### config.mk
export PLATFORM = sky130hd
export DESIGN_NAME = cascaded_angle_rate_pid_unit
export DESIGN_NICKNAME = d
export VERILOG_FILES = /design/src/sv/carp_pkg.sv /design/src/sv/carp_ctrl.sv /design/src/sv/carp_datapath.sv /design/src/sv/cascaded_angle_rate_pid_unit.sv
export SDC_FILE = /design/constraint.sdc
export NUM_CORES = 2
export LEC_CHECK = 0
export BUFFER_PORTS_ARGS = -buffer_cell sky130_fd_sc_hd__clkbuf_2
export CORE_AREA = 2 2 302 363
export DETAILED_ROUTE_END_ITERATION = 10
export DIE_AREA = 0 0 304 365
export GPL_ROUTABILITY_DRIVEN = 0
export HOLD_SLACK_MARGIN = 0.02
export SLEW_MARGIN = 30
export SYNTH_ARGS = -nofsm -noshare
export SYNTH_HDL_FRONTEND = slang
export SYNTH_SLANG_ARGS = --single-unit
### constraint.sdc
create_clock -name clock -period 10.3 [get_ports clock]
set_clock_uncertainty 0.1 [all_clocks]
set_input_delay 2.06 -clock clock [delete_from_list [all_inputs] [get_ports clock]]
set_output_delay 2.06 -clock clock [all_outputs]
set_load 0.005 [all_outputs]
### src/sv/carp_pkg.sv
// Shared types, constants and codes of the cascaded angle/rate PID unit.
package carp_pkg;

   // Defaults of the top level parameters
   localparam int DEF_DRIVE_LIMIT  = 1000;
   localparam int DEF_SAMPLE_WIDTH = 16;

   // Fixed field widths
   localparam int GAIN_W     = 16;
   localparam int LIMIT_W    = 31;
   localparam int SUM_W      = 32;
   localparam int DRIVE_W    = 11;
   localparam int CSR_IDX_W  = 3;
   localparam int CSR_DATA_W = 32;

   // Fraction bits: Q8.8 samples, Q16.16 loop outputs
   localparam int TGT_SHIFT = 8;
   localparam int DRV_SHIFT = 16;

   // Register indexes
   localparam logic [CSR_IDX_W-1:0] REG_ANGLE_KP     = 3'd0;
   localparam logic [CSR_IDX_W-1:0] REG_ANGLE_KI_DT  = 3'd1;
   localparam logic [CSR_IDX_W-1:0] REG_ANGLE_KD_DT  = 3'd2;
   localparam logic [CSR_IDX_W-1:0] REG_ANGLE_LIMIT  = 3'd3;
   localparam logic [CSR_IDX_W-1:0] REG_RATE_KP      = 3'd4;
   localparam logic [CSR_IDX_W-1:0] REG_RATE_KI_DT   = 3'd5;
   localparam logic [CSR_IDX_W-1:0] REG_RATE_KD_DT   = 3'd6;
   localparam logic [CSR_IDX_W-1:0] REG_RATE_LIMIT   = 3'd7;

   // Register reset values
   localparam logic signed [GAIN_W-1:0] KP_RESET    = 16'sd256;
   localparam logic signed [GAIN_W-1:0] GAIN_ZERO   = 16'sd0;
   localparam logic [LIMIT_W-1:0]       LIMIT_RESET = 31'h7FFF_FFFF;

   // Datapath operations
   localparam int OP_W = 3;
   localparam logic [OP_W-1:0] OP_NONE = 3'd0; // hold
   localparam logic [OP_W-1:0] OP_LOAD = 3'd1; // latch item, angle error
   localparam logic [OP_W-1:0] OP_SUM  = 3'd2; // clamp sum, diff, kp product
   localparam logic [OP_W-1:0] OP_MI   = 3'd3; // ki product, start accumulator
   localparam logic [OP_W-1:0] OP_MD   = 3'd4; // kd product, accumulate
   localparam logic [OP_W-1:0] OP_ACC  = 3'd5; // accumulate last product
   localparam logic [OP_W-1:0] OP_TGT  = 3'd6; // rate target, rate error
   localparam logic [OP_W-1:0] OP_DRV  = 3'd7; // drive into result register

   // Loop select
   localparam logic LOOP_ANGLE = 1'b0;
   localparam logic LOOP_RATE  = 1'b1;

   typedef struct packed {
      logic            loop;
      logic [OP_W-1:0] op;
   } cmd_type;

endpackage

### src/sv/carp_ctrl.sv
// Sequencer of the cascaded PID unit: steps the shared datapath through both loops.
module carp_ctrl (
   input  logic              clock,
   input  logic              reset,
   input  logic              req_valid,
   output logic              req_ready,
   output logic              rsp_valid,
   input  logic              rsp_ready,
   output carp_pkg::cmd_type cmd
);

   localparam int ST_W = 4;
   localparam logic [ST_W-1:0] ST_IDLE  = 4'd0;
   localparam logic [ST_W-1:0] ST_A_SUM = 4'd1;
   localparam logic [ST_W-1:0] ST_A_MI  = 4'd2;
   localparam logic [ST_W-1:0] ST_A_MD  = 4'd3;
   localparam logic [ST_W-1:0] ST_A_ACC = 4'd4;
   localparam logic [ST_W-1:0] ST_A_TGT = 4'd5;
   localparam logic [ST_W-1:0] ST_R_SUM = 4'd6;
   localparam logic [ST_W-1:0] ST_R_MI  = 4'd7;
   localparam logic [ST_W-1:0] ST_R_MD  = 4'd8;
   localparam logic [ST_W-1:0] ST_R_ACC = 4'd9;
   localparam logic [ST_W-1:0] ST_R_DRV = 4'd10;

   logic [ST_W-1:0] state_ff, state_in;
   logic            rsp_valid_ff, rsp_valid_in;

   // Decode state into datapath commands and next state
   always_comb begin
      state_in     = state_ff;
      rsp_valid_in = rsp_valid_ff && !rsp_ready;
      cmd.loop     = carp_pkg::LOOP_ANGLE;
      cmd.op       = carp_pkg::OP_NONE;
      unique case (state_ff)
         ST_IDLE: begin
            if (req_valid) begin
               cmd.op   = carp_pkg::OP_LOAD;
               state_in = ST_A_SUM;
            end
         end
         ST_A_SUM: begin
            cmd.op   = carp_pkg::OP_SUM;
            state_in = ST_A_MI;
         end
         ST_A_MI: begin
            cmd.op   = carp_pkg::OP_MI;
            state_in = ST_A_MD;
         end
         ST_A_MD: begin
            cmd.op   = carp_pkg::OP_MD;
            state_in = ST_A_ACC;
         end
         ST_A_ACC: begin
            cmd.op   = carp_pkg::OP_ACC;
            state_in = ST_A_TGT;
         end
         ST_A_TGT: begin
            cmd.op   = carp_pkg::OP_TGT;
            state_in = ST_R_SUM;
         end
         ST_R_SUM: begin
            cmd.loop = carp_pkg::LOOP_RATE;
            cmd.op   = carp_pkg::OP_SUM;
            state_in = ST_R_MI;
         end
         ST_R_MI: begin
            cmd.loop = carp_pkg::LOOP_RATE;
            cmd.op   = carp_pkg::OP_MI;
            state_in = ST_R_MD;
         end
         ST_R_MD: begin
            cmd.loop = carp_pkg::LOOP_RATE;
            cmd.op   = carp_pkg::OP_MD;
            state_in = ST_R_ACC;
         end
         ST_R_ACC: begin
            cmd.loop = carp_pkg::LOOP_RATE;
            cmd.op   = carp_pkg::OP_ACC;
            state_in = ST_R_DRV;
         end
         ST_R_DRV: begin
            cmd.loop = carp_pkg::LOOP_RATE;
            // hold until the result register is free
            if (!rsp_valid_ff || rsp_ready) begin
               cmd.op       = carp_pkg::OP_DRV;
               rsp_valid_in = 1'b1;
               state_in     = ST_IDLE;
            end
         end
         default: begin
            state_in = ST_IDLE;
         end
      endcase
   end

   always_ff @(posedge clock) begin
      if (reset) begin
         state_ff     <= ST_IDLE;
         rsp_valid_ff <= 1'b0;
      end else begin
         state_ff     <= state_in;
         rsp_valid_ff <= rsp_valid_in;
      end
   end

   assign req_ready = (state_ff == ST_IDLE);
   assign rsp_valid = rsp_valid_ff;

endmodule

### src/sv/carp_datapath.sv
// Datapath of the cascaded PID unit: registers, loop state, shared multiplier.
module carp_datapath #(
   parameter int DRIVE_LIMIT  = carp_pkg::DEF_DRIVE_LIMIT,
   parameter int SAMPLE_WIDTH = carp_pkg::DEF_SAMPLE_WIDTH
) (
   input  logic                                 clock,
   input  logic                                 reset,
   input  carp_pkg::cmd_type                    cmd,
   input  logic signed [SAMPLE_WIDTH-1:0]       req_set_angle,
   input  logic signed [SAMPLE_WIDTH-1:0]       req_actual_angle,
   input  logic signed [SAMPLE_WIDTH-1:0]       req_actual_rate,
   input  logic                                 csr_valid,
   input  logic [carp_pkg::CSR_IDX_W-1:0]       csr_index,
   input  logic [carp_pkg::CSR_DATA_W-1:0]      csr_wdata,
   output logic signed [carp_pkg::DRIVE_W-1:0]  rsp_drive,
   output logic signed [SAMPLE_WIDTH-1:0]       rsp_rate_target
);

   localparam int GW     = carp_pkg::GAIN_W;
   localparam int LW     = carp_pkg::LIMIT_W;
   localparam int SW     = carp_pkg::SUM_W;
   localparam int ERR_W  = SAMPLE_WIDTH + 1;
   localparam int DIFF_W = SAMPLE_WIDTH + 2;
   localparam int OPND_W = (DIFF_W > SW + 2) ? DIFF_W : SW + 2;
   localparam int PROD_W = GW + OPND_W;
   localparam int ACC_W  = PROD_W + 2;

   localparam logic signed [ACC_W-1:0] SMAX =
      ACC_W'((64'sd1 <<< (SAMPLE_WIDTH - 1)) - 64'sd1);
   localparam logic signed [ACC_W-1:0] SMIN = -SMAX - ACC_W'(1);
   localparam logic signed [ACC_W-1:0] DMAX = ACC_W'(DRIVE_LIMIT);
   localparam logic signed [ACC_W-1:0] DMIN = -DMAX;
   localparam logic signed [ACC_W-1:0] DBIAS =
      ACC_W'((64'sd1 <<< carp_pkg::DRV_SHIFT) - 64'sd1);

   // Configuration registers
   logic signed [GW-1:0] angle_kp_ff, angle_ki_ff, angle_kd_ff;
   logic signed [GW-1:0] rate_kp_ff, rate_ki_ff, rate_kd_ff;
   logic [LW-1:0]        angle_lim_ff, rate_lim_ff;

   // Loop state
   logic signed [SW-1:0]    angle_sum_ff, angle_sum_in, rate_sum_ff, rate_sum_in;
   logic signed [ERR_W-1:0] angle_last_ff, angle_last_in, rate_last_ff, rate_last_in;

   // Working registers
   logic signed [ERR_W-1:0]        err_ff, err_in;
   logic signed [DIFF_W-1:0]       diff_ff, diff_in;
   logic signed [SAMPLE_WIDTH-1:0] rate_ff, rate_in;
   logic signed [SAMPLE_WIDTH-1:0] tgt_ff, tgt_in;
   logic signed [PROD_W-1:0]       prod_ff, prod_in;
   logic signed [ACC_W-1:0]        acc_ff, acc_in;
   logic signed [carp_pkg::DRIVE_W-1:0] drive_ff, drive_in;
   logic signed [SAMPLE_WIDTH-1:0] rtgt_ff, rtgt_in;

   // Per-loop selections
   logic signed [GW-1:0]     kp_sel, ki_sel, kd_sel, gain_sel;
   logic [LW-1:0]            lim_sel;
   logic signed [SW-1:0]     sum_sel;
   logic signed [ERR_W-1:0]  last_sel;
   logic signed [OPND_W-1:0] opnd_sel;

   // Sum clamp, target and drive terms
   logic signed [OPND_W-1:0] sum_raw, lim_pos, lim_neg, sum_clamp;
   logic signed [ACC_W-1:0]  tgt_shift, tgt_sat, drv_shift, drv_sat;

   // Write configuration registers
   always_ff @(posedge clock) begin
      if (reset) begin
         angle_kp_ff  <= carp_pkg::KP_RESET;
         angle_ki_ff  <= carp_pkg::GAIN_ZERO;
         angle_kd_ff  <= carp_pkg::GAIN_ZERO;
         angle_lim_ff <= carp_pkg::LIMIT_RESET;
         rate_kp_ff   <= carp_pkg::KP_RESET;
         rate_ki_ff   <= carp_pkg::GAIN_ZERO;
         rate_kd_ff   <= carp_pkg::GAIN_ZERO;
         rate_lim_ff  <= carp_pkg::LIMIT_RESET;
      end else if (csr_valid) begin
         unique case (csr_index)
            carp_pkg::REG_ANGLE_KP:    angle_kp_ff  <= csr_wdata[GW-1:0];
            carp_pkg::REG_ANGLE_KI_DT: angle_ki_ff  <= csr_wdata[GW-1:0];
            carp_pkg::REG_ANGLE_KD_DT: angle_kd_ff  <= csr_wdata[GW-1:0];
            carp_pkg::REG_ANGLE_LIMIT: angle_lim_ff <= csr_wdata[LW-1:0];
            carp_pkg::REG_RATE_KP:     rate_kp_ff   <= csr_wdata[GW-1:0];
            carp_pkg::REG_RATE_KI_DT:  rate_ki_ff   <= csr_wdata[GW-1:0];
            carp_pkg::REG_RATE_KD_DT:  rate_kd_ff   <= csr_wdata[GW-1:0];
            carp_pkg::REG_RATE_LIMIT:  rate_lim_ff  <= csr_wdata[LW-1:0];
            default: ;
         endcase
      end
   end

   // Select the active loop's gains and state
   always_comb begin
      if (cmd.loop == carp_pkg::LOOP_RATE) begin
         kp_sel   = rate_kp_ff;
         ki_sel   = rate_ki_ff;
         kd_sel   = rate_kd_ff;
         lim_sel  = rate_lim_ff;
         sum_sel  = rate_sum_ff;
         last_sel = rate_last_ff;
      end else begin
         kp_sel   = angle_kp_ff;
         ki_sel   = angle_ki_ff;
         kd_sel   = angle_kd_ff;
         lim_sel  = angle_lim_ff;
         sum_sel  = angle_sum_ff;
         last_sel = angle_last_ff;
      end
   end

   // Shared multiplier operands
   always_comb begin
      case (cmd.op)
         carp_pkg::OP_MI: begin
            gain_sel = ki_sel;
            opnd_sel = OPND_W'(sum_sel);
         end
         carp_pkg::OP_MD: begin
            gain_sel = kd_sel;
            opnd_sel = OPND_W'(diff_ff);
         end
         default: begin
            gain_sel = kp_sel;
            opnd_sel = OPND_W'(err_ff);
         end
      endcase
   end

   assign prod_in = gain_sel * opnd_sel;

   // Add the error into the sum and clamp it symmetrically
   always_comb begin
      sum_raw = OPND_W'(sum_sel) + OPND_W'(err_ff);
      lim_pos = $signed({{(OPND_W - LW){1'b0}}, lim_sel});
      lim_neg = -lim_pos;
      if (sum_raw > lim_pos) begin
         sum_clamp = lim_pos;
      end else if (sum_raw < lim_neg) begin
         sum_clamp = lim_neg;
      end else begin
         sum_clamp = sum_raw;
      end
   end

   // Floor to Q8.8 and saturate the rate target
   always_comb begin
      tgt_shift = acc_ff >>> carp_pkg::TGT_SHIFT;
      if (tgt_shift > SMAX) begin
         tgt_sat = SMAX;
      end else if (tgt_shift < SMIN) begin
         tgt_sat = SMIN;
      end else begin
         tgt_sat = tgt_shift;
      end
   end

   // Truncate the drive toward zero and saturate it
   always_comb begin
      drv_shift = (acc_ff + (acc_ff[ACC_W-1] ? DBIAS : ACC_W'(0))) >>> carp_pkg::DRV_SHIFT;
      if (drv_shift > DMAX) begin
         drv_sat = DMAX;
      end else if (drv_shift < DMIN) begin
         drv_sat = DMIN;
      end else begin
         drv_sat = drv_shift;
      end
   end

   // Next values of the working and loop registers
   always_comb begin
      err_in        = err_ff;
      diff_in       = diff_ff;
      rate_in       = rate_ff;
      tgt_in        = tgt_ff;
      acc_in        = acc_ff;
      drive_in      = drive_ff;
      rtgt_in       = rtgt_ff;
      angle_sum_in  = angle_sum_ff;
      rate_sum_in   = rate_sum_ff;
      angle_last_in = angle_last_ff;
      rate_last_in  = rate_last_ff;
      case (cmd.op)
         carp_pkg::OP_LOAD: begin
            err_in  = ERR_W'(req_set_angle) - ERR_W'(req_actual_angle);
            rate_in = req_actual_rate;
         end
         carp_pkg::OP_SUM: begin
            diff_in = DIFF_W'(err_ff) - DIFF_W'(last_sel);
            if (cmd.loop == carp_pkg::LOOP_RATE) begin
               rate_sum_in  = sum_clamp[SW-1:0];
               rate_last_in = err_ff;
            end else begin
               angle_sum_in  = sum_clamp[SW-1:0];
               angle_last_in = err_ff;
            end
         end
         carp_pkg::OP_MI: begin
            acc_in = ACC_W'(prod_ff);
         end
         carp_pkg::OP_MD, carp_pkg::OP_ACC: begin
            acc_in = acc_ff + ACC_W'(prod_ff);
         end
         carp_pkg::OP_TGT: begin
            tgt_in = tgt_sat[SAMPLE_WIDTH-1:0];
            err_in = ERR_W'($signed(tgt_sat[SAMPLE_WIDTH-1:0])) - ERR_W'(rate_ff);
         end
         carp_pkg::OP_DRV: begin
            drive_in = drv_sat[carp_pkg::DRIVE_W-1:0];
            rtgt_in  = tgt_ff;
         end
         default: ;
      endcase
   end

   // Loop state clears on reset
   always_ff @(posedge clock) begin
      if (reset) begin
         angle_sum_ff  <= '0;
         rate_sum_ff   <= '0;
         angle_last_ff <= '0;
         rate_last_ff  <= '0;
      end else begin
         angle_sum_ff  <= angle_sum_in;
         rate_sum_ff   <= rate_sum_in;
         angle_last_ff <= angle_last_in;
         rate_last_ff  <= rate_last_in;
      end
   end

   // Payload registers
   always_ff @(posedge clock) begin
      err_ff   <= err_in;
      diff_ff  <= diff_in;
      rate_ff  <= rate_in;
      tgt_ff   <= tgt_in;
      prod_ff  <= prod_in;
      acc_ff   <= acc_in;
      drive_ff <= drive_in;
      rtgt_ff  <= rtgt_in;
   end

   assign rsp_drive       = drive_ff;
   assign rsp_rate_target = rtgt_ff;

endmodule

### src/sv/cascaded_angle_rate_pid_unit.sv
// Cascaded angle/rate PID unit: top level joining sequencer and datapath.
// The result is registered in the drive step, the last of the rate loop's steps after an item is accepted.
// A new item is taken only once the sequencer is idle again; the single shared multiplier
// forms three products per loop, two loops in series, one step per cycle unless a result stalls.
// A stalled result holds the sequencer in its last step until the result is taken.
// Reset (synchronous): configuration registers return to their defaults, error sums and last errors clear.
module cascaded_angle_rate_pid_unit #(
   parameter int DRIVE_LIMIT  = carp_pkg::DEF_DRIVE_LIMIT,
   parameter int SAMPLE_WIDTH = carp_pkg::DEF_SAMPLE_WIDTH
) (
   input  logic                                 clock,
   input  logic                                 reset,
   input  logic                                 req_valid,
   output logic                                 req_ready,
   input  logic signed [SAMPLE_WIDTH-1:0]       req_set_angle,
   input  logic signed [SAMPLE_WIDTH-1:0]       req_actual_angle,
   input  logic signed [SAMPLE_WIDTH-1:0]       req_actual_rate,
   output logic                                 rsp_valid,
   input  logic                                 rsp_ready,
   output logic signed [carp_pkg::DRIVE_W-1:0]  rsp_drive,
   output logic signed [SAMPLE_WIDTH-1:0]       rsp_rate_target,
   input  logic                                 csr_valid,
   output logic                                 csr_ready,
   input  logic [carp_pkg::CSR_IDX_W-1:0]       csr_index,
   input  logic [carp_pkg::CSR_DATA_W-1:0]      csr_wdata
);

   carp_pkg::cmd_type cmd;

   // Registers take a write in every cycle
   assign csr_ready = 1'b1;

   carp_ctrl u_ctrl (
      .clock     (clock),
      .reset     (reset),
      .req_valid (req_valid),
      .req_ready (req_ready),
      .rsp_valid (rsp_valid),
      .rsp_ready (rsp_ready),
      .cmd       (cmd)
   );

   carp_datapath #(
      .DRIVE_LIMIT  (DRIVE_LIMIT),
      .SAMPLE_WIDTH (SAMPLE_WIDTH)
   ) u_datapath (
      .clock            (clock),
      .reset            (reset),
      .cmd              (cmd),
      .req_set_angle    (req_set_angle),
      .req_actual_angle (req_actual_angle),
      .req_actual_rate  (req_actual_rate),
      .csr_valid        (csr_valid && csr_ready),
      .csr_index        (csr_index),
      .csr_wdata        (csr_wdata),
      .rsp_drive        (rsp_drive),
      .rsp_rate_target  (rsp_rate_target)
   );

`ifndef SYNTHESIS
   // An accepted item keeps the unit busy in the next cycle
   a_busy_after_accept: assert property (@(posedge clock) disable iff (reset)
      req_valid && req_ready |=> !req_ready)
      else $error("unit ready right after accepting an item");

   // Writing the drive always presents a result
   a_drive_presents: assert property (@(posedge clock) disable iff (reset)
      cmd.op == carp_pkg::OP_DRV |=> rsp_valid)
      else $error("drive step did not present a result");

   // The drive step never overwrites a result still waiting
   a_no_overwrite: assert property (@(posedge clock) disable iff (reset)
      cmd.op == carp_pkg::OP_DRV |-> !rsp_valid || rsp_ready)
      else $error("result overwritten before it was taken");

   // A presented drive stays within its limit
   a_drive_range: assert property (@(posedge clock) disable iff (reset)
      rsp_valid && (DRIVE_LIMIT < 1024) |->
         ($signed(rsp_drive) <= DRIVE_LIMIT) && ($signed(rsp_drive) >= -DRIVE_LIMIT))
      else $error("drive out of range");
`endif

endmodule
==> impl_metrics.toml <==
[clocking]
postCtsHoldBufs = 0
cts_buffer_depth = 3
h-tree-depth = 2
clock_latency_ps = 640
cts_tree = "done"
cts-resized-gates = 0
cts_inserted_buffers = 52
cts-root-buf = "clkbuf_16"
clk_pin_slew_ps = 60
post_cts_buffers = 0
cts.sinks = 457

[critical_path]
rr_endpoint = "u_datapath.prod_ff[46]$_DFF_P_"
r2r_cells = 31
end_kind = "flip-flop"
path_max_fanout = 19
cp.arrival_ps = 9920
cpMostUsedCell = "fa_1"
crit_path_start_kind = "flip-flop"
startpoint = "u_ctrl.state_ff[2]$_SDFFE_PP0P_"
ff2ff_setup_slack_ps = 830
timing_worst_setup_path_type = "reg -> reg"
slowest_stage = "a2bb2oi_4"
endpoint = "u_datapath.prod_ff[46]$_DFF_P_"
r2r_start = "u_ctrl.state_ff[2]$_SDFFE_PP0P_"
required_ps = 10740
crit_path_max_incr_delay_ps = 650

[timing]
slew-limit-headroom_pct = 34.34
layout_setup_ws_ps = 828.7
rsz0062_at_grt = "false"
drv_slew = 0
setup_tns_ps = 0
hold_slack_ps = 317.0
finalSetupViolCount = 0
period_minus_slack_ps = 9471
fin_crit_sh_pct = 91.95
hold_viol = 0
tightest_slew_ps = 983.8
fmax_mhz = 105.6

[detailed_routing]
routed_via_density = 5.400
ant_nets = 0
drcViolationCount = 0
first_iter_violations = 2496
dr.pass1.iters = 6
vias = 38460
post_drt_wl_per_cell_um = 18.81
routed_wl_mm = 134.0

[floorplanning]
io_pins = 118
die_x_um = 304
fp.dieH_um = 365
core_um2 = 107500
row_count = 132
initial_core_util_pct = 43.61
die_area_um2 = 111000

[grt]
grt-busiest-layer = "met2"
use_met1_pct = 30.83
met3_usage_pct = 2.736
grt_pass1_vias = 38220
grt_overflow = 0
antenna_found_initial = 2
met2_usage_pct = 41.96
grt_max_degree = 96
grt_first_pass_wirelength_mm = 212.7
grt_util_all_layers_pct = 24.12

[yosys]
syn_nets = 6579
ys_async_sr_fraction_pct = 0
ys_seq_area_share_pct = 22.63
syn_area_um2 = 46890
syn_inst = 5663
yosys.area.top_type = "fa_1"
synth_common_cells = "nand2_1 (1060), inv_1 (707), fa_1 (500), nor2_1 (456), a21oi_1 (382)"
ys_seq_elements = 457
yosysWarningCount = 0
syn_area_per_cell_um2 = 8.280
yosysUniqueCellTypes = 100
yosysTopAreaCellShare_pct = 21.35
synthTopCellsByArea = "fa_1 (21%), dfxtp_1 (13%), edfxtp_1 (9.3%)"
synth_edf_count = 146
synth.most_common_cell = "nand2_1"
ys.flop_type = "dfxtp_1"

[final_layout]
area_delta_synth_final_pct = 8.808
instances_no_fill = 7123
n_antenna_cell = 0
layout.nets = 6589
final_area_um2 = 51020
drive_gt1_share_pct = 7.418

[power_and_ir_drop]
p_per_area_nw_per_um2 = 215.1
power_leakage_nw = 22.86
vdd_drop_max_v = 0.0001311

[run]
cap_violations = 0

[place]
dp.cells = 7025
pre_cts_ws_ps = 860.4
hpwlAfterDp_mm = 104.0
post_dp_cell_area_um2 = 49220
io_buffers = 115

[worst_hold_path]
hp-class = "reg -> reg"

[run_status]
outcome = "complete, no violations"
worst min-delay path by stage:
stage	cells past startpoint	to	from
detailed placement	0	u_datapath.rsp_rate_target[2]$_DFFE_PN_	u_datapath.tgt_ff[2]$_DFFE_PP_
global placement	0	u_datapath.rsp_rate_target[15]$_DFFE_PN_	u_datapath.tgt_ff[15]$_DFFE_PP_
floorplan	0	u_datapath.rsp_rate_target[0]$_DFFE_PN_	u_datapath.tgt_ff[0]$_DFFE_PP_
CTS	0	u_datapath.rsp_rate_target[2]$_DFFE_PN_	u_datapath.tgt_ff[2]$_DFFE_PP_
finish	0	u_datapath.rsp_rate_target[2]$_DFFE_PN_	u_datapath.tgt_ff[2]$_DFFE_PP_
global route	0	u_datapath.rsp_rate_target[15]$_DFFE_PN_	u_datapath.tgt_ff[15]$_DFFE_PP_
report_power, final:
| group | internal [W] | switching (W) | total [W] |
|---|---|---|---|
| clock network | 0.00114 | 0.000809 | 0.00195 |
| registers | 0.00222 | 0.000274 | 0.00250 |
| logic | 0.00251 | 0.00402 | 0.00653 |
| total | 0.00587 | 0.00510 | 0.0110 |
stage by stage:
step	power (W)	util, %
after floorplan	0.007312	-
final	0.01097	47.45
after global routing	0.01196	47.45
after CTS	0.01103	47.45
after global placement	0.008946	45.73
after detailed placement	0.009043	45.78
sequential cells by signal, summed over array words and instances (netlist names), 17 cells and up:
signal and flops:
u_datapath.prod_ff 50, u_datapath.angle_lim_ff 31, u_datapath.rate_last_ff 17, u_datapath.err_ff 17, u_datapath.diff_ff 18, u_datapath.rate_sum_ff 32, u_datapath.angle_sum_ff 32, u_datapath.rate_lim_ff 31
u_datapath.angle_last_ff 17, u_datapath.acc_ff 52
worst max-delay path: cells and delay by family, from the launching register on:
family          cells  cell delay, ps
fa+ha+maj           7            3030
xor+xnor            1             160
buf+inv             7             810
flops               1             480
mux                 1             590
compound gates     12            3710
simple gates        3             480
cell type report:
| class | count | area, µm² |
|---|---|---|
| clock inverter | 24 | 270.3 |
| multi-input combinational | 4215 | 32610 |
| inverter | 709 | 2664 |
| clock buffer | 73 | 1524 |
| timing repair buffer | 238 | 1578 |
| sequential | 457 | 10610 |
| tap | 1407 | 1760 |
| fill | 10560 | 56500 |
metal layers:
metal  wire (µm)  part of all wire (%)  vias to the layer above
li1            -                     -                    18630
met1       57400                    43                    18570
met2       63920                    48                     1021
met3        7020                   5.2                      243
met4        5627                   4.2                        2
met5           8                0.0060                        -
placed cells by master, fill, tap and decap left out, types with 115 or more instances in the layout:
cell / netlist / routed
o21ai_0: 210 / 209
nand2_1: 1060 / 1059
buf_4: 1 / 115
clkbuf_2: 16 / 115
inv_1: 707 / 707
edfxtp_1: 146 / 146
ha_1: 328 / 328
nor2_1: 456 / 448
dfxtp_1: 311 / 310
fa_1: 500 / 500
a21oi_1: 382 / 382
xnor2_1: 122 / 122
cell families after synthesis:
logic type	after synthesis	synth area share, %
and+or+nand+nor	2091	20.06
AOI/OAI and AO/OA	1048	14.30
buffers and inverters	991	8.139
adders and majority gates	828	30.10
DFF	457	22.63
xor gates and xnor gates	204	3.826
muxes	43	0.9339
other	1	0.007997
No activity file was read; power rests on OpenSTA's default activity.
